[src/hw/rtl/dttd_pkg.sv]
package dttd_pkg;

   // saturation bound of every decimal exponent count
   localparam int EXPONENT_LIMIT = 2047;
   localparam int EXP_W = $clog2(EXPONENT_LIMIT + 1) + 1;

   localparam int QUEUE_DEPTH = 4;
   localparam int QPTR_W = $clog2(QUEUE_DEPTH);

   localparam logic [7:0] CH_NUL   = 8'h00;
   localparam logic [7:0] CH_DOT   = 8'h2E;
   localparam logic [7:0] CH_E_LO  = 8'h65;
   localparam logic [7:0] CH_E_UP  = 8'h45;
   localparam logic [7:0] CH_PLUS  = 8'h2B;
   localparam logic [7:0] CH_MINUS = 8'h2D;
   localparam logic [7:0] CH_ZERO  = 8'h30;
   localparam logic [7:0] CH_NINE  = 8'h39;

   // one queued operation: a mantissa digit, or the end of a string with its net exponent
   typedef struct packed {
      logic                    is_end;
      logic signed [EXP_W-1:0] arg;
   } dttd_op_type;

   typedef struct packed {
      logic full;
      logic empty;
   } dttd_q_status_type;

   typedef enum logic [2:0] {
      PH_INT,
      PH_FRAC,
      PH_EXP_START,
      PH_EXP_DIGITS,
      PH_STOPPED
   } dttd_phase_type;

   typedef enum logic [2:0] {
      ST_IDLE,
      ST_SCALE,
      ST_PREP,
      ST_NORM,
      ST_MUL,
      ST_ADD,
      ST_RND,
      ST_OUT
   } dttd_state_type;

endpackage

[src/hw/rtl/dttd_front.sv]
module dttd_front (
   input  logic                        clock,
   input  logic                        reset,
   input  logic                        req_tvalid,
   output logic                        req_tready,
   input  logic [7:0]                  req_tdata,
   output logic                        push_valid,
   output dttd_pkg::dttd_op_type       push_op,
   input  dttd_pkg::dttd_q_status_type q_status
);
   import dttd_pkg::*;

   localparam logic signed [EXP_W:0]   POS_LIM_W = (EXP_W + 1)'(EXPONENT_LIMIT);
   localparam logic signed [EXP_W:0]   NEG_LIM_W = -((EXP_W + 1)'(EXPONENT_LIMIT));
   localparam logic signed [EXP_W-1:0] NEG_LIMIT = -(EXP_W'(EXPONENT_LIMIT));

   dttd_phase_type          phase_ff, phase_in;
   logic signed [EXP_W-1:0] dexp_ff, dexp_in;
   logic [EXP_W-2:0]        edig_ff, edig_in;
   logic                    eneg_ff, eneg_in;

   logic                    accept;
   logic [7:0]              dsub;
   logic [3:0]              dval;
   logic                    is_digit;
   logic                    is_mark;
   logic [EXP_W+2:0]        ev;
   logic [EXP_W-2:0]        edig_sat;
   logic signed [EXP_W:0]   net_wide;
   logic signed [EXP_W:0]   net_sat;

   always_comb begin
      accept     = req_tvalid && !q_status.full;
      req_tready = !q_status.full;
      dsub       = req_tdata - CH_ZERO;
      dval       = dsub[3:0];
      is_digit   = (req_tdata >= CH_ZERO) && (req_tdata <= CH_NINE);
      is_mark    = (req_tdata == CH_E_LO) || (req_tdata == CH_E_UP);

      ev = ((EXP_W + 3)'(edig_ff) << 3) + ((EXP_W + 3)'(edig_ff) << 1) + (EXP_W + 3)'(dval);
      edig_sat = (ev > (EXP_W + 3)'(EXPONENT_LIMIT)) ? (EXP_W - 1)'(EXPONENT_LIMIT)
                                                    : ev[EXP_W-2:0];

      if (eneg_ff) begin
         net_wide = $signed({dexp_ff[EXP_W-1], dexp_ff}) - $signed({2'b00, edig_ff});
      end else begin
         net_wide = $signed({dexp_ff[EXP_W-1], dexp_ff}) + $signed({2'b00, edig_ff});
      end
      if (net_wide > POS_LIM_W) begin
         net_sat = POS_LIM_W;
      end else if (net_wide < NEG_LIM_W) begin
         net_sat = NEG_LIM_W;
      end else begin
         net_sat = net_wide;
      end

      phase_in       = phase_ff;
      dexp_in        = dexp_ff;
      edig_in        = edig_ff;
      eneg_in        = eneg_ff;
      push_valid     = 1'b0;
      push_op.is_end = 1'b0;
      push_op.arg    = EXP_W'(dval);

      if (accept) begin
         if (req_tdata == CH_NUL) begin
            // end of string: hand over the net exponent and start over
            push_valid     = 1'b1;
            push_op.is_end = 1'b1;
            push_op.arg    = net_sat[EXP_W-1:0];
            phase_in       = PH_INT;
            dexp_in        = '0;
            edig_in        = '0;
            eneg_in        = 1'b0;
         end else begin
            unique case (phase_ff)
               PH_INT: begin
                  if (is_digit) begin
                     push_valid = 1'b1;
                  end else if (req_tdata == CH_DOT) begin
                     phase_in = PH_FRAC;
                  end else if (is_mark) begin
                     phase_in = PH_EXP_START;
                  end else begin
                     phase_in = PH_STOPPED;
                  end
               end
               PH_FRAC: begin
                  if (is_digit) begin
                     push_valid = 1'b1;
                     if (dexp_ff > NEG_LIMIT) begin
                        dexp_in = dexp_ff - EXP_W'(1);
                     end
                  end else if (is_mark) begin
                     phase_in = PH_EXP_START;
                  end else begin
                     phase_in = PH_STOPPED;
                  end
               end
               PH_EXP_START: begin
                  if (req_tdata == CH_PLUS) begin
                     phase_in = PH_EXP_DIGITS;
                  end else if (req_tdata == CH_MINUS) begin
                     eneg_in  = 1'b1;
                     phase_in = PH_EXP_DIGITS;
                  end else if (is_digit) begin
                     edig_in  = edig_sat;
                     phase_in = PH_EXP_DIGITS;
                  end else begin
                     phase_in = PH_STOPPED;
                  end
               end
               PH_EXP_DIGITS: begin
                  if (is_digit) begin
                     edig_in = edig_sat;
                  end else begin
                     phase_in = PH_STOPPED;
                  end
               end
               default: begin
                  phase_in = PH_STOPPED;
               end
            endcase
         end
      end
   end

   always_ff @(posedge clock) begin
      if (reset) begin
         phase_ff <= PH_INT;
         dexp_ff  <= '0;
         edig_ff  <= '0;
         eneg_ff  <= 1'b0;
      end else begin
         phase_ff <= phase_in;
         dexp_ff  <= dexp_in;
         edig_ff  <= edig_in;
         eneg_ff  <= eneg_in;
      end
   end

endmodule

[config.mk]
export PLATFORM = sky130hd
export DESIGN_NAME = dttd_front
export DESIGN_NICKNAME = d
export VERILOG_FILES = /design/src/hw/rtl/dttd_pkg.sv /design/src/hw/rtl/dttd_front.sv
export SDC_FILE = /design/constraint.sdc
export NUM_CORES = 1
export LEC_CHECK = 0
export BUFFER_PORTS_ARGS = -buffer_cell sky130_fd_sc_hd__buf_2
export CORE_ASPECT_RATIO = 2
export CORE_MARGIN = 2
export CORE_UTILIZATION = 35
export CTS_BUF_LIST = sky130_fd_sc_hd__clkbuf_16
export DETAILED_ROUTE_END_ITERATION = 10
export GPL_TIMING_DRIVEN = 0
export HOLD_SLACK_MARGIN = 0.02
export PLACE_DENSITY = 0.59
export SETUP_SLACK_MARGIN = 0.05
export SLEW_MARGIN = 10
export SYNTH_ARGS = -nofsm -noshare
export SYNTH_HDL_FRONTEND = slang
export SYNTH_SLANG_ARGS = --single-unit
[constraint.sdc]
create_clock -name clock -period 10 [get_ports clock]
set_input_delay 3 -clock clock [delete_from_list [all_inputs] [get_ports clock]]
set_output_delay 3 -clock clock [all_outputs]
set_load 0.02 [all_outputs]
==> reports/results.ini <==
[run_status]
status=finished clean

[floorplanning]
die_x_um=69.3
start_util_pct=36.0
ios=28
coreArea_mm2=0.00829
row_count=47
die_h_um=135
die_area_mm2=0.00934

[sta]
setup_ws_ns=2.01
timing.final.crit_share_pct=79.9
period_needed_ns=7.99
final-hold-violation-count=0
max_slew.worst_pin.slew_ns=0.659
fmax_mhz=125
slew_headroom_pct=55.7
tns_ns=0
fin_skew_ns=0.00489
finalSetupViolations=0
rsz0062_at_grt=false
slew_violations=0

[clock_network]
cts_tree=built
cts_hold_buf=0
cts_buffers=3
cts_resized=0
cts_setup_buffers=0
clock_path_buffers=2
htreeDepth=1
clk_pin_slew_ns=0.07
cts_root_buffer=clkbuf_16
insertion_delay_ns=0.27
clkSinkCount=27

[detailed_routing]
firstDrtPassIters=4
wl_per_cell_um=15.5
route.met3.wl_um=189
ant_nets=0
remaining_drc_errors=0
first_iter_violations=100
met2_wirelength_um=4520
highest_layer=met4
via_per_inst=5.62
dr_total_vias=2955
totalWireLength_um=8180
met1Wirelength_um=3080

[synth]
avgSynthCellArea_um2=7.49
ys.flop_type=dfxtp_1
postSynthNetCount=451
ys.warnings.count=0
synthCells=399
synth_area_leaders=dfxtp_1, ha_1, nor2_1
ys_seq_area_share_pct=18.1
synth_seq_cells=27
synth_top_area_share_pct=18.1
synth_area_mm2=0.00299
yosysUniqueCellTypes=57
yosys.area.top_type=dfxtp_1
async_flop_share_pct=0
synth-edff-count=0

[pwr]
switching_share_pct=24.4
power_density_mw_per_mm2=67.0
p_leak_nw=1.50
power_frac_clock_pct=43.2
pwr-share-seq_pct=48.8
p_comb_share_pct=8.0
vdd_drop_max_uv=60.4
p_switching_uw=54.2
p_int_uw=168

[critical_path]
path_cells=buf_2, nor3_1, and3_1, nand2_1, clkbuf_1, a21oi_1, o31ai_4, o21bai_1, buf_2
slowest_stage=nor3_1
critPathMaxFanout=10
cp.arrival_ns=4.99
critPathCaptureType=primary output
cp.required_ns=7.00
cpPeakStageDelay_ns=0.31
worstSetupPathType=primary input to primary output
cp_common_cell=buf_2
cp-start-kind=primary input

[final_layout]
diodes=0
regArea_um2=541
drive_gt1_share_pct=10.0
nets=481
multiInputGateArea_mm2=0.00234
area_growth_syn_to_layout_pct=10.9
fillers=864
postLayoutCellArea_mm2=0.00332

[place]
place_congestion=0.895
placed_cell_area_mm2=0.00324
portBuffers=25
place_hpwl_um=6650
pre_cts_ws_ns=2.01

[run]
maxCapViolCount=0

[grt]
gr-usage-all-layers_pct=18.2
grt_max_degree=15
antenna_found_initial=0
grt_remaining_overflow=0
grt_pass1_wl_um=13800
grt_pass1_vias=3017

[worst_hold_path]
hold_class=flop to flop

## stage by stage
step / std cells / hold WS (ns) / power [mW] / utilization [%]
floorplan: 399 / 0.478 / 0.121 / -
global placement: 522 / 0.504 / 0.129 / 39.0
detailed placement: 522 / 0.512 / 0.129 / 39.0
CTS: 526 / 0.525 / 0.225 / 40.0
global route: 526 / 0.583 / 0.229 / 40.0
finish: 526 / 0.533 / 0.222 / 40.0
## synthesized netlist by cell type, types with 2 or more instances
cell        n
nor2_1     65
a21oi_1    45
ha_1       36
nand2_1    28
dfxtp_1    27
xnor2_1    23
inv_1      18
o21ai_0    16
nor3_1     13
o21a_1     12
xor2_1     11
clkbuf_1   10
nand2b_1    7
nor2b_1     7
o21bai_1    6
a21o_1      5
nand3_1     5
nor4_1      5
or3_1       5
nand4_1     4
and3_1      3
fa_1        3
or4_1       3
a21boi_0    2
a22oi_1     2
a31oi_1     2
and2_1      2
mux2_2      2
nand4bb_1   2
o31a_2      2
or2_2       2
## worst max-delay path: cells and delay by family
family,cells,cell delay [ns]
AND/OR/NAND/NOR,3,0.74
AO/OA/AOI/OAI,3,0.65
buffers and inverters,3,0.60
## layout by cell type, fill, tap and decap left out, drive strengths merged, types with 3 or more instances in the layout
| cell type | netlist | final |
|---|---|---|
| or2 | 3 | 3 |
| o21bai | 6 | 6 |
| nor2 | 65 | 65 |
| nor2b | 7 | 7 |
| o21ai | 17 | 17 |
| nand3 | 5 | 5 |
| nand4 | 4 | 4 |
| a21o | 5 | 5 |
| clkbuf | 10 | 13 |
| nor3 | 14 | 14 |
| nand2b | 7 | 7 |
| fa | 3 | 3 |
| nor4 | 5 | 5 |
| buf | 1 | 26 |
| and3 | 3 | 3 |
| inv | 18 | 19 |
| ha | 36 | 36 |
| xnor2 | 24 | 24 |
| xor2 | 11 | 11 |
| nand2 | 28 | 28 |
| dfxtp | 27 | 27 |
| o21a | 12 | 12 |
| or3 | 5 | 5 |
| a21oi | 46 | 46 |
| or4 | 4 | 4 |
## cell type report
class	count	share of cell area, %
clock inverter	1	0.113
tap	98	3.70
clock buffer	3	2.26
inverter	18	2.04
sequential	27	16.3
multi-input combinational	343	70.6
timing repair buffer	25	3.77
buffer	11	1.25
## path summary, 6_finish.rpt
kind | startpoint | endpoint | slack [ns] | depth (start not counted)
min | dexp_ff[3] | dexp_ff[3] | 0.53 | 2
min reg2reg | dexp_ff[3] | dexp_ff[3] | 0.53 | 2
max | req_tdata[0] | push_op[3] | 2.01 | 9
max reg2reg | edig_ff[0] | edig_ff[6] | 6.48 | 12
## per-layer routing
layer / vias to the layer above / global-route usage, %
met2: 62 / 35.7
met5: - / 0
met4: 0 / 10.3
met3: 21 / 1.34
li1: 1470 / -
met1: 1402 / 18.3
## power groups by stage
stage | sequential [mW] | clock [mW] | combinational, mW
floorplan | 0.111 | 0 | 0.0104
CTS | 0.108 | 0.0988 | 0.0178
finish | 0.108 | 0.0959 | 0.0179
global route | 0.108 | 0.101 | 0.0200
global placement | 0.111 | 0 | 0.0176
detailed placement | 0.111 | 0 | 0.0178
## registers in the layout (all words and copies together), names as in the netlist
| register | count |
|---|---|
| edig_ff | 11 |
| eneg_ff | 1 |
| dexp_ff | 12 |
| phase_ff | 3 |
## kinds of logic (layout without fill, tap and decap cells)
group	count (synthesis)	count (layout)	share of synthesized area [%]
muxes	3	3	1.09
adders and majority gates	39	39	17.1
and+or+nand+nor	159	159	26.0
xor gates and xnor gates	35	35	10.5
AOI/OAI and AO/OA	107	107	23.7
buffers and inverters	29	58	3.64
DFF	27	27	18.1
Note: power is estimated with default switching activity, not from simulation.
