**src/hw/rtl/dttd_pkg.sv**
```systemverilog
package dttd_pkg;

   // saturation bound of every decimal exponent count
   localparam int EXPONENT_LIMIT = 2047;
   localparam int EXP_W = $clog2(EXPONENT_LIMIT + 1) + 1;

   localparam int QUEUE_DEPTH = 4;
   localparam int QPTR_W = $clog2(QUEUE_DEPTH);

   localparam logic [7:0] CH_NUL   = 8'h00;
   localparam logic [7:0] CH_DOT   = 8'h2E;
   localparam logic [7:0] CH_E_LO  = 8'h65;
   localparam logic [7:0] CH_E_UP  = 8'h45;
   localparam logic [7:0] CH_PLUS  = 8'h2B;
   localparam logic [7:0] CH_MINUS = 8'h2D;
   localparam logic [7:0] CH_ZERO  = 8'h30;
   localparam logic [7:0] CH_NINE  = 8'h39;

   // one queued operation: a mantissa digit, or the end of a string with its net exponent
   typedef struct packed {
      logic                    is_end;
      logic signed [EXP_W-1:0] arg;
   } dttd_op_type;

   typedef struct packed {
      logic full;
      logic empty;
   } dttd_q_status_type;

   typedef enum logic [2:0] {
      PH_INT,
      PH_FRAC,
      PH_EXP_START,
      PH_EXP_DIGITS,
      PH_STOPPED
   } dttd_phase_type;

   typedef enum logic [2:0] {
      ST_IDLE,
      ST_SCALE,
      ST_PREP,
      ST_NORM,
      ST_MUL,
      ST_ADD,
      ST_RND,
      ST_OUT
   } dttd_state_type;

endpackage

```
**src/hw/rtl/dttd_queue.sv**
```systemverilog
module dttd_queue (
   input  logic                        clock,
   input  logic                        reset,
   input  logic                        push_valid,
   input  dttd_pkg::dttd_op_type       push_op,
   input  logic                        pop,
   output dttd_pkg::dttd_op_type       head_op,
   output dttd_pkg::dttd_q_status_type q_status
);
   import dttd_pkg::*;

   dttd_op_type       mem_ff [QUEUE_DEPTH];
   logic [QPTR_W-1:0] wr_ptr_ff, wr_ptr_in;
   logic [QPTR_W-1:0] rd_ptr_ff, rd_ptr_in;
   logic [QPTR_W:0]   cnt_ff, cnt_in;
   logic              do_push;
   logic              do_pop;

   always_comb begin
      q_status.full  = (cnt_ff == (QPTR_W + 1)'(QUEUE_DEPTH));
      q_status.empty = (cnt_ff == '0);
      head_op        = mem_ff[rd_ptr_ff];
      do_push        = push_valid && !q_status.full;
      do_pop         = pop && !q_status.empty;
      wr_ptr_in      = do_push ? wr_ptr_ff + QPTR_W'(1) : wr_ptr_ff;
      rd_ptr_in      = do_pop ? rd_ptr_ff + QPTR_W'(1) : rd_ptr_ff;
      cnt_in         = cnt_ff + (QPTR_W + 1)'(do_push) - (QPTR_W + 1)'(do_pop);
   end

   always_ff @(posedge clock) begin
      if (do_push) begin
         mem_ff[wr_ptr_ff] <= push_op;
      end
   end

   always_ff @(posedge clock) begin
      if (reset) begin
         wr_ptr_ff <= '0;
         rd_ptr_ff <= '0;
         cnt_ff    <= '0;
      end else begin
         wr_ptr_ff <= wr_ptr_in;
         rd_ptr_ff <= rd_ptr_in;
         cnt_ff    <= cnt_in;
      end
   end

endmodule

```
**config.mk**
```make
export PLATFORM = sky130hd
export DESIGN_NAME = dttd_queue
export DESIGN_NICKNAME = d
export VERILOG_FILES = /design/src/hw/rtl/dttd_pkg.sv /design/src/hw/rtl/dttd_queue.sv
export SDC_FILE = /design/constraint.sdc
export NUM_CORES = 1
export LEC_CHECK = 0
export BUFFER_PORTS_ARGS = -buffer_cell sky130_fd_sc_hd__buf_2
export CAP_MARGIN = 20
export CORE_MARGIN = 2
export CORE_UTILIZATION = 45
export DETAILED_ROUTE_END_ITERATION = 7
export PLACE_DENSITY = 0.62
export SLEW_MARGIN = 20
export SYNTH_ARGS = -nofsm -noshare
export SYNTH_HDL_FRONTEND = slang
export SYNTH_SLANG_ARGS = --single-unit
```
**constraint.sdc**
```tcl
create_clock -name clock -period 3.1 [get_ports clock]
set_clock_uncertainty 0.15 [all_clocks]
set_input_delay 0.155 -clock clock [delete_from_list [all_inputs] [get_ports clock]]
set_output_delay 0.155 -clock clock [all_outputs]
set_load 0.02 [all_outputs]
```
==> results of run 1 <==
[worst min-delay path by stage]
stage | endpoint | cells after the start
final | wr_ptr_ff[0] | 4
after global routing | wr_ptr_ff[0] | 4
after CTS | wr_ptr_ff[0] | 4
after detailed placement | mem_ff[1][1] | 1
after global placement | mem_ff[0][10] | 1
after floorplan | mem_ff[0][0] | 0
[layout make-up]
cell class | count | share of cell area (%)
Inverter | 8 | 1.031
Sequential cell | 61 | 59.79
Multi-Input combinational cell | 46 | 19.20
Tap cell | 70 | 3.007
Timing Repair Buffer | 46 | 10.40
Clock inverter | 5 | 1.718
Clock buffer | 11 | 4.854
[cells in the final DEF (no fill, tap or decap), types with 2 or more instances in the layout]
| master | n |
|---|---|
| sky130_fd_sc_hd__a21oi_1 | 2 |
| sky130_fd_sc_hd__and2_1 | 4 |
| sky130_fd_sc_hd__buf_2 | 31 |
| sky130_fd_sc_hd__clkbuf_8 | 10 |
| sky130_fd_sc_hd__clkinv_2 | 4 |
| sky130_fd_sc_hd__dfxtp_1 | 9 |
| sky130_fd_sc_hd__dlygate4sd3_1 | 14 |
| sky130_fd_sc_hd__edfxtp_1 | 52 |
| sky130_fd_sc_hd__ha_1 | 6 |
| sky130_fd_sc_hd__inv_1 | 8 |
| sky130_fd_sc_hd__mux4_2 | 12 |
| sky130_fd_sc_hd__nand2b_1 | 2 |
| sky130_fd_sc_hd__nor2_1 | 4 |
| sky130_fd_sc_hd__nor2b_1 | 2 |
| sky130_fd_sc_hd__o21ai_0 | 2 |
| sky130_fd_sc_hd__or3_1 | 2 |
| sky130_fd_sc_hd__xnor2_1 | 2 |
[registers in the layout, summed over array words and instances, names as in the netlist, named ones only]
register,count
mem_ff,52
cnt_ff,3
rd_ptr_ff,2
wr_ptr_ff,2
[power by group through the flow]
| stage | logic [µW] | registers (µW) | clock network (µW) |
|---|---|---|---|
| finish | 571 | 1060 | 663 |
| global route | 624 | 1080 | 722 |
| CTS | 583 | 1060 | 684 |
| detailed placement | 566 | 1080 | 0 |
| global placement | 560 | 1070 | 0 |
| floorplan | 433 | 1050 | 0 |
[timing repair]
item                      CTS  global route
hold buffers               14             0
hold endpoints to repair   60             0
setup buffers               0             0
[layer usage]
metal | vias to the layer above | wire length, µm | global-route usage [%]
met4 | 0 | 73 | 8.182
met5 | - | 0 | 0
met2 | 24 | 1883 | 23.72
li1 | 564 | - | -
met3 | 8 | 124 | 4.384
met1 | 584 | 1587 | 16.42
[per-stage QoR]
stage               hold slack (ns)  power [µW]  instances  utilization [%]
global route                0.07737        2423        247            57.40
global placement             0.2146        1634        217            50.86
detailed placement           0.2206        1647        217            50.86
CTS                         0.04133        2331        247            57.40
finish                      0.07203        2295        247            57.40
floorplan                    0.1039        1484        118                -
[worst min-delay path: stages]
cell and delay, ns:
sky130_fd_sc_hd__buf_2 0.07, sky130_fd_sc_hd__inv_1 0.05, sky130_fd_sc_hd__o21ai_0 0.16, sky130_fd_sc_hd__a21oi_1 0.06
[kinds of logic (layout without fill, tap and decap cells)]
group,after synthesis,in the layout
AOI/OAI and AO/OA,5,5
xor gates and xnor gates,3,3
adders and majority gates,7,7
buffers and inverters,11,70
DFF,61,61
muxes,14,14
and+or+nand+nor,17,17
==> results.py, run 1 <==
metrics = {
    "status": {
        "status": "completed",
    },
    "global_routing": {
        "pin_count_of_the_biggest_net_entering_global_routing": 14,
        "grt_pass1_wl_mm": 6.154,
        "antenna_found_initial": 0,
        "grt_residual_overflow": 0,
        "via_count_of_the_first_global_routing_pass": 1297,
        "grtUsageTotal_pct": 14.28,
    },
    "logic_synthesis": {
        "synthSimpleGateAreaFrac_pct": 4.417,
        "postSynthCellCount": 118,
        "synth.largest_area_cell": "sky130_fd_sc_hd__edfxtp_1",
        "synth-seq-area-share_pct": 74.08,
        "mappedNetlistNets": 142,
        "ys_types": 24,
        "synth_top_family_by_area": "multiplexers",
        "synth_cell_count_leaders": "sky130_fd_sc_hd__edfxtp_1, sky130_fd_sc_hd__mux4_2, sky130_fd_sc_hd__dfxtp_1, sky130_fd_sc_hd__inv_1, sky130_fd_sc_hd__ha_1",
        "post_synth_instance_area_mm2": 0.002351,
        "synth_compound_gate_area_share_pct": 1.171,
        "asyncSetResetFlopFracSynth_pct": 0,
        "main_synth_ff_type": "sky130_fd_sc_hd__edfxtp_1",
        "muxShareOfSynthArea_pct": 13.04,
        "synthesis.yosys.warnings": 0,
        "synth_area_leaders": "sky130_fd_sc_hd__edfxtp_1, sky130_fd_sc_hd__mux4_2, sky130_fd_sc_hd__dfxtp_1, sky130_fd_sc_hd__ha_1, sky130_fd_sc_hd__inv_1",
        "synth-seq-cells": 61,
        "syn_area_per_cell_um2": 19.92,
        "synth-edff-count": 52,
        "synth_top_area_share_pct": 66.42,
        "yosysMostFrequentCell": "sky130_fd_sc_hd__edfxtp_1",
        "synthAdderAreaFrac_pct": 4.045,
        "synthXorXnorAreaFrac_pct": 1.118,
    },
    "detailed_routing": {
        "dr_total_vias": 1180,
        "drtIter0Drc": 81,
        "post_drt_via_cell_ratio": 4.777,
        "wl_per_cell_um": 14.85,
        "drt_pass1_iterations": 4,
        "post-route-drc-count": 0,
        "drt-total-wl_mm": 3.668,
        "final_antenna_net_count": 0,
    },
    "setup_path": {
        "timing.critical_path.from": "cnt_ff[2]",
        "path_buf_inv": 2,
        "worst-path-stages": 10,
        "top_fanout_value_on_the_critical_path": 6,
        "critical-path-top-delay-family": "adder cells",
        "timing.reg2reg.setup_slack_ns": 0.69,
        "crit_path_cell_trace": "nor3b_2 > nor2_1 > inv_1 > ha_1 > inv_1 > ha_1 > fa_1 > xnor2_1 > xnor2_1 > nor2_1",
        "data_required_time_of_the_worst_path_ns": 3.17,
        "endpoint": "cnt_ff[2]",
        "worst_setup_end_kind": "register",
        "criticalPathCategory": "register to register",
        "critical_path.startpoint_type": "register",
        "reg2reg_depth": 10,
        "cp_slowest_cell": "sky130_fd_sc_hd__fa_1",
        "crit-reg2reg-capture": "cnt_ff[2]",
        "crit-reg2reg-launch": "cnt_ff[2]",
        "critical_path_arrival_ns": 2.48,
        "cpPeakStageDelay_ns": 0.38,
    },
    "clock_network": {
        "clockBufferDepth": 2,
        "cts_htree_levels": 3,
        "worstSkewPairLatency_ns": 0.32,
        "total_number_of_clock_tree_sinks": 61,
        "clk_pin_slew_ns": 0.06,
        "cts_tree": "yes",
        "tritoncts_buffers": 9,
        "post_cts_resize_count": 0,
        "cts_root_buffer": "sky130_fd_sc_hd__clkbuf_8",
    },
    "floorplan": {
        "chipWidth_um": 76.28,
        "floorplan.io_pins": 32,
        "num_rows": 26,
        "die_area_mm2": 0.005819,
        "core_mm2": 0.005075,
        "chipHeight_um": 76.28,
        "start_util_pct": 46.33,
    },
    "power": {
        "vdd_drop_max_mv": 0.4582,
        "power.leakage_uw": 0.001056,
        "power.switching_fraction_pct": 28.09,
        "power.share.combinational_pct": 24.9,
        "power_report.internal_total_uw": 1650,
        "power.clock.fraction_pct": 28.9,
        "power.net_switching_uw": 644.6,
        "p_seq_share_pct": 46.2,
        "power.density_mw_per_mm2": 787.9,
    },
    "final_layout": {
        "num_antenna_cells": 0,
        "nFillCells": 413,
        "post_route_cell_area_mm2": 0.002913,
        "layout.area.seq_mm2": 0.001742,
        "area_occupied_by_multi_input_gates_um2": 559.3,
        "design.final.nets": 196,
        "post_route_cells_drive_above_1_share_pct": 34.46,
        "area_growth_pct": 23.90,
    },
    "placed_design": {
        "placement.setup.worst_slack_ns": 0.6920,
        "buffer_ports.inserted": 31,
        "gp_routability_congestion": 0.7290,
        "dp_hpwl_mm": 2.308,
        "post_dp_cell_area_mm2": 0.002581,
    },
    "timing": {
        "rsz0062_at_grt": "no",
        "worst-slew-pin-transition_ns": 0.6908,
        "maxSlewHeadroom_pct": 53.95,
        "slew_violations": 0,
        "min_period_over_period_pct": 77.72,
        "fin_ws_ns": 0.6908,
        "setup_viol": 0,
        "finalHoldViolCount": 0,
        "max_freq_mhz": 415.1,
        "setup_total_negative_slack_ns": 0,
        "period_needed_ns": 2.409,
    },
    "hold_path": {
        "hold_path.class": "input port to register",
        "hp-start": "push_valid",
    },
    "job": {
        "drv.max_cap_violation_count": 0,
    },
}
No activity file was read; power rests on OpenSTA's default activity.
==> run 2: changes to the inputs <==
==> constraint.sdc (replaced) <==
create_clock -name clock -period 2.35 [get_ports clock]
set_clock_uncertainty 0.15 [all_clocks]
set_input_delay 0.1175 -clock clock [delete_from_list [all_inputs] [get_ports clock]]
set_output_delay 0.1175 -clock clock [all_outputs]
set_load 0.02 [all_outputs]
==> run 2 against run 1 <==
Net effect:
- routed wire length increased by 6.7%
- final area increased by 1.8%
- sequential cell count unchanged
- sequential share of layout area decreased by 0.93 points
- global-route usage increased by 0.94 points
- register-to-register slack got worse by 0.59 ns
- count of clock-buffer cells in the layout increased by 3
- combinational power increased by 41%
- utilization increased by 1.0 points
- sequential power increased by 33%
- maximum frequency increased by 7.3%
- critical path depth decreased by 1
- critical path type unchanged
- largest cell class unchanged
- largest power group unchanged
==> results.py, run 2 (synthesis results as in run 1) <==
metrics = {
    "final_layout": {
        "layout.cells.non_filler": 253,
        "num_antenna_cells": 0,
        "area_growth_pct": 26.13,
        "post_route_cells_drive_above_1_share_pct": 37.16,
        "most-common-layout-cells": "sky130_fd_sc_hd__edfxtp_1, sky130_fd_sc_hd__buf_2, sky130_fd_sc_hd__dlygate4sd3_1, sky130_fd_sc_hd__mux4_2, sky130_fd_sc_hd__clkbuf_8",
        "post_route_cell_area_mm2": 0.002965,
        "final_common_cell": "sky130_fd_sc_hd__edfxtp_1",
        "layout_top_registers": "mem_ff x52, cnt_ff x3",
        "largest_register_ff_count": 52,
        "registers.top_by_ff_count": "mem_ff",
        "design.final.nets": 202,
    },
    "timing": {
        "period_needed_ns": 2.245,
        "fin_ws_ns": 0.1048,
        "slew_violations": 0,
        "maxSlewHeadroom_pct": 56.50,
        "worst-slew-pin-transition_ns": 0.6516,
        "hold-worst-slack_ns": 0.01667,
        "setup_viol": 0,
        "rsz0062_at_grt": "no",
        "max_freq_mhz": 445.4,
        "min_period_over_period_pct": 95.54,
        "finalHoldViolCount": 0,
    },
    "clock_network": {
        "tritoncts_buffers": 9,
        "cts_root_buffer": "sky130_fd_sc_hd__clkbuf_8",
        "post_cts.repair.setup_buffers": 0,
        "total_number_of_clock_tree_sinks": 61,
        "clk_pin_slew_ns": 0.06,
        "cts_tree": "yes",
        "worstSkewPairLatency_ns": 0.33,
        "cts_htree_levels": 3,
        "clockBufferDepth": 2,
    },
    "detailed_routing": {
        "wl_per_cell_um": 15.47,
        "drtIter0Drc": 95,
        "post_drt_via_cell_ratio": 4.858,
        "dr_total_vias": 1229,
        "final_antenna_net_count": 0,
        "drt-total-wl_mm": 3.914,
        "drt_pass1_iterations": 4,
        "post-route-drc-count": 0,
    },
    "setup_path": {
        "critical_path_arrival_ns": 2.31,
        "criticalPathCategory": "register to register",
        "crit-reg2reg-launch": "cnt_ff[1]",
        "endpoint": "cnt_ff[2]",
        "top_fanout_value_on_the_critical_path": 5,
        "timing.reg2reg.setup_slack_ns": 0.10,
        "critical-path-top-delay-family": "adder cells",
        "path_buf_inv": 2,
        "timing.critical_path.from": "cnt_ff[1]",
        "reg2reg_depth": 9,
        "cp_slowest_cell": "sky130_fd_sc_hd__fa_1",
        "data_required_time_of_the_worst_path_ns": 2.42,
        "crit-reg2reg-capture": "cnt_ff[2]",
        "worst-path-stages": 9,
        "cpPeakStageDelay_ns": 0.38,
        "worst_setup_end_kind": "register",
        "critical_path.startpoint_type": "register",
        "crit_path_cell_trace": "o31ai_4 > inv_1 > ha_1 > inv_1 > ha_1 > fa_1 > xnor2_1 > xnor2_1 > nor2_1",
    },
    "floorplan": {
        "num_rows": 26,
        "die_area_mm2": 0.005819,
        "chipHeight_um": 76.28,
        "chipWidth_um": 76.28,
        "floorplan.io_pins": 32,
        "start_util_pct": 46.33,
        "core_mm2": 0.005075,
    },
    "power": {
        "power.density_mw_per_mm2": 1017,
        "p_seq_share_pct": 46.8,
        "power.net_switching_uw": 875.7,
        "power.switching_fraction_pct": 29.05,
        "power.leakage_uw": 0.001077,
        "power_report.internal_total_uw": 2139,
        "vdd_drop_max_mv": 0.6013,
        "post-layout-total-power_uw": 3015,
        "power.share.combinational_pct": 26.8,
        "power.clock.fraction_pct": 26.4,
    },
    "global_routing": {
        "gr-usage-met3_pct": 5.332,
        "grt_pass1_wl_mm": 6.396,
        "busiest_layer": "met2",
        "grt_residual_overflow": 0,
        "grtUsageTotal_pct": 15.22,
        "grt_use_met1_pct": 17.99,
        "via_count_of_the_first_global_routing_pass": 1298,
        "antenna_found_initial": 0,
        "pin_count_of_the_biggest_net_entering_global_routing": 14,
        "grtUsageMet2_pct": 24.25,
    },
    "hold_path": {
        "hold_path.class": "input port to register",
    },
    "placed_design": {
        "dp_hpwl_mm": 2.531,
        "gp_routability_congestion": 0.6876,
        "buffer_ports.inserted": 31,
        "placement.setup.worst_slack_ns": -0.03097,
        "dp.cells": 222,
        "post_dp_cell_area_mm2": 0.002619,
    },
    "status": {
        "status": "completed",
    },
    "job": {
        "drv.max_cap_violation_count": 0,
    },
}
run 2: cell types whose count changed in the layout (fill, tap and decap cells not counted):
cell,before,now
sky130_fd_sc_hd__dfxtp_2,0,3
sky130_fd_sc_hd__buf_4,1,6
sky130_fd_sc_hd__clkinv_2,4,2
sky130_fd_sc_hd__o31ai_1,1,0
sky130_fd_sc_hd__bufinv_16,1,0
sky130_fd_sc_hd__clkbuf_1,1,3
sky130_fd_sc_hd__dfxtp_1,9,6
sky130_fd_sc_hd__clkbuf_8,10,11
sky130_fd_sc_hd__dlygate4sd3_1,14,15
sky130_fd_sc_hd__nor3b_2,1,0
sky130_fd_sc_hd__nor3b_4,0,1
sky130_fd_sc_hd__o31ai_4,0,1
run 2: how the worst min path moves through the flow:
stage / endpoint / depth (start not counted) / slack [ns] / startpoint
2_1_floorplan: mem_ff[0][0] / 0 / 0.07 / push_op[0]
3_3_place_gp: mem_ff[0][10] / 1 / 0.18 / push_op[10]
3_5_place_dp: mem_ff[3][10] / 1 / 0.18 / push_op[10]
4_1_cts: rd_ptr_ff[0] / 4 / 0.004 / pop
5_1_grt: register / 4 / 0.02 / pop
6_report: register / 4 / 0.02 / pop
run 2: final cells by class:
cell class | count | area (µm²)
Sequential cell | 61 | 1745
Multi-Input combinational cell | 46 | 579.3
Inverter | 8 | 30.03
Fill cell | 417 | 2110
Timing Repair Buffer | 52 | 350.3
Clock inverter | 2 | 10.01
Tap cell | 70 | 87.58
Clock buffer | 14 | 162.7
run 2: power groups by stage:
stage / logic (µW) / registers (µW) / clock network (µW)
floorplan: 571 / 1390 / 0
global placement: 762 / 1410 / 0
detailed placement: 788 / 1420 / 0
CTS: 814 / 1400 / 823
global route: 878 / 1430 / 871
finish: 807 / 1410 / 797
run 2: layer usage:
layer | vias up | wire length [µm]
li1 | 579 | -
met1 | 613 | 1644
met2 | 27 | 2017
met3 | 10 | 147
met4 | 0 | 105
met5 | - | 0
run 2: tightest hold or removal path: cells and delay by family:
| kind | cells | cell delay (ns) |
|---|---|---|
| XOR/XNOR | 1 | 0.08 |
| buffers and inverters | 1 | 0.12 |
| AND/OR/NAND/NOR | 1 | 0.08 |
| AO/OA/AOI/OAI | 1 | 0.06 |
run 2: what timing repair did:
| action | CTS | global route |
|---|---|---|
| hold endpoints to repair | 60 | 0 |
| pin swaps | 0 | 0 |
| resized for setup | 1 | 5 |
| hold buffers | 15 | 0 |
| setup endpoints to repair | 1 | 1 |
run 2: per-stage QoR:
step                      setup TNS, ns  util, %
after floorplan                       0        -
after global placement                0    51.60
after detailed placement       -0.03097    51.60
after CTS                             0    58.06
after global routing                  0    58.43
final                                 0    58.43
==> run 3: changes to the inputs <==
--- a/config.mk
+++ b/config.mk
@@ -5,12 +5,13 @@
 export SDC_FILE = /design/constraint.sdc
 export NUM_CORES = 1
 export LEC_CHECK = 0
+export ABC_CLOCK_PERIOD_IN_PS = 2350
 export BUFFER_PORTS_ARGS = -buffer_cell sky130_fd_sc_hd__buf_2
 export CAP_MARGIN = 20
 export CORE_MARGIN = 2
-export CORE_UTILIZATION = 45
+export CORE_UTILIZATION = 56
 export DETAILED_ROUTE_END_ITERATION = 7
-export PLACE_DENSITY = 0.62
+export PLACE_DENSITY = 0.75
 export SLEW_MARGIN = 20
 export SYNTH_ARGS = -nofsm -noshare
 export SYNTH_HDL_FRONTEND = slang
==> run 3 against run 2 <==
Net effect:
- combinational power down 1%
- maximum frequency up 1.8%
- final area down 1.9%
- largest power group unchanged
==> results.py, run 3 (synthesis results as in run 1) <==
metrics = {
    "power": {
        "power.leakage_uw": 0.001064,
        "p_seq_share_pct": 48.2,
        "power.share.combinational_pct": 27.5,
        "vdd_drop_max_mv": 0.7799,
        "power_report.internal_total_uw": 2068,
        "power.clock.fraction_pct": 24.3,
        "power.switching_fraction_pct": 28.94,
        "power.net_switching_uw": 842.2,
        "power.density_mw_per_mm2": 1001,
        "post-layout-total-power_uw": 2910,
    },
    "floorplan": {
        "die_area_mm2": 0.004733,
        "num_rows": 23,
        "core_mm2": 0.004029,
        "floorplan.io_pins": 32,
        "chipWidth_um": 68.80,
        "start_util_pct": 58.35,
        "chipHeight_um": 68.80,
    },
    "timing": {
        "slew_violations": 0,
        "finalHoldViolCount": 0,
        "min_period_over_period_pct": 93.83,
        "setup_total_negative_slack_ns": 0,
        "period_needed_ns": 2.205,
        "worst-slew-pin-transition_ns": 0.6948,
        "maxSlewHeadroom_pct": 53.68,
        "rsz0062_at_grt": "no",
        "setup_viol": 0,
        "max_freq_mhz": 453.5,
    },
    "setup_path": {
        "criticalPathCategory": "register to register",
        "critical_path.startpoint_type": "register",
        "critical_path_arrival_ns": 2.26,
        "timing.reg2reg.setup_slack_ns": 0.14,
        "data_required_time_of_the_worst_path_ns": 2.41,
        "top_fanout_value_on_the_critical_path": 4,
        "worst_setup_end_kind": "register",
        "crit-reg2reg-capture": "cnt_ff[2]",
        "reg2reg_depth": 10,
        "crit-reg2reg-launch": "cnt_ff[2]",
    },
    "detailed_routing": {
        "drt-total-wl_mm": 3.668,
        "dr_total_vias": 1210,
        "post-route-drc-count": 0,
        "post_drt_via_cell_ratio": 5.193,
        "wl_per_cell_um": 15.74,
        "drtIter0Drc": 96,
        "final_antenna_net_count": 0,
        "drt_pass1_iterations": 5,
    },
    "placed_design": {
        "buffer_ports.inserted": 31,
        "dp_hpwl_mm": 2.447,
        "gp_routability_congestion": 0.6432,
    },
    "global_routing": {
        "grtUsageTotal_pct": 18.04,
        "antenna_found_initial": 0,
        "via_count_of_the_first_global_routing_pass": 1281,
        "pin_count_of_the_biggest_net_entering_global_routing": 14,
        "grt_pass1_wl_mm": 5.609,
        "grt_residual_overflow": 0,
    },
    "status": {
        "status": "completed",
    },
    "clock_network": {
        "worstSkewPairLatency_ns": 0.32,
        "cts_tree": "yes",
        "cts_root_buffer": "sky130_fd_sc_hd__clkbuf_8",
        "tritoncts_buffers": 9,
        "clockBufferDepth": 2,
        "cts_htree_levels": 3,
        "total_number_of_clock_tree_sinks": 61,
        "clk_pin_slew_ns": 0.05,
    },
    "final_layout": {
        "num_antenna_cells": 0,
        "design.final.nets": 203,
        "layout_top_registers": "mem_ff x52, cnt_ff x3",
        "largest_register_ff_count": 52,
        "registers.top_by_ff_count": "mem_ff",
        "most-common-layout-cells": "sky130_fd_sc_hd__edfxtp_1, sky130_fd_sc_hd__buf_2, sky130_fd_sc_hd__dlygate4sd3_1, sky130_fd_sc_hd__mux4_2, sky130_fd_sc_hd__clkbuf_8",
        "post_route_cells_drive_above_1_share_pct": 37.16,
        "final_common_cell": "sky130_fd_sc_hd__edfxtp_1",
        "area_growth_pct": 23.68,
    },
    "hold_path": {
        "hp-start": "push_valid",
        "timing.hold.worst_endpoint": "wr_ptr_ff[0]",
        "hold-path-cell-count": 4,
        "hold_path.class": "input port to register",
    },
    "job": {
        "drv.max_cap_violation_count": 0,
    },
}
-- run 3: critical path: stages (launching register included) --
cell,delay (ns)
sky130_fd_sc_hd__dfxtp_2,0.34
sky130_fd_sc_hd__nor3b_2,0.17
sky130_fd_sc_hd__nor2_1,0.16
sky130_fd_sc_hd__inv_1,0.06
sky130_fd_sc_hd__ha_1,0.27
sky130_fd_sc_hd__inv_1,0.04
sky130_fd_sc_hd__ha_1,0.18
sky130_fd_sc_hd__fa_2,0.34
sky130_fd_sc_hd__xnor2_1,0.19
sky130_fd_sc_hd__xnor2_1,0.14
sky130_fd_sc_hd__nor2_1,0.06
-- run 3: power by group through the flow --
stage	clock (µW)	combinational (µW)	sequential, µW
2_1_floorplan	0	571	1390
3_3_place_gp	0	758	1410
3_5_place_dp	0	784	1420
4_1_cts	726	804	1400
5_1_grt	768	880	1420
6_report	708	799	1400
-- run 3: per-stage QoR --
stage                     cell area [µm²]  util, %  setup WS (ns)  hold slack [ns]  std cells
after floorplan                      2351        -       0.008043          0.06637        118
after global placement               2601    64.57         0.1699           0.1763        203
after detailed placement             2601    64.57        0.09335           0.1864        203
after CTS                            2889    71.71        0.07360         0.001708        232
after global routing                 2908    72.17        0.01313          0.04636        233
final                                2908    72.17         0.1449          0.01590        233
-- run 3: area by class of cell --
class                   count  area, µm²
multi-input cells          46      566.8
repair buffers             53      355.3
clock inverters             4      16.27
clock buffers              11      131.4
fillers                   257       1121
inverters                   8      30.03
flip-flops and latches     61       1745
well taps                  50      62.56
-- run 3: what timing repair did --
| action | in CTS | in global routing |
|---|---|---|
| hold buffers | 14 | 0 |
| buffers inserted | 0 | 1 |
| hold endpoints to repair | 60 | 0 |
| gates resized for setup | 0 | 5 |
| setup endpoints to repair | 0 | 1 |
-- run 3: how the worst max path moves through the flow --
| stage | startpoint | to | slack, ns | depth (start not counted) |
|---|---|---|---|---|
| after detailed placement | cnt_ff[1] | cnt_ff[2] | 0.09 | 9 |
| after CTS | cnt_ff[1] | cnt_ff[2] | 0.07 | 9 |
| final | cnt_ff[2] | cnt_ff[2] | 0.14 | 10 |
| after global placement | cnt_ff[1] | cnt_ff[2] | 0.17 | 9 |
| after floorplan | cnt_ff[2] | cnt_ff[2] | 0.008 | 10 |
| after global routing | cnt_ff[2] | cnt_ff[2] | 0.01 | 10 |
-- run 3: metal layers --
metal	up-vias	wire length (µm)	global-route usage, %	share of wire (%)
li1	582	-	-	-
met1	592	1543	19.91	42
met2	29	1908	30.29	52
met3	7	165	7.792	4.5
met4	0	51	8.088	1.4
met5	-	0	0	0
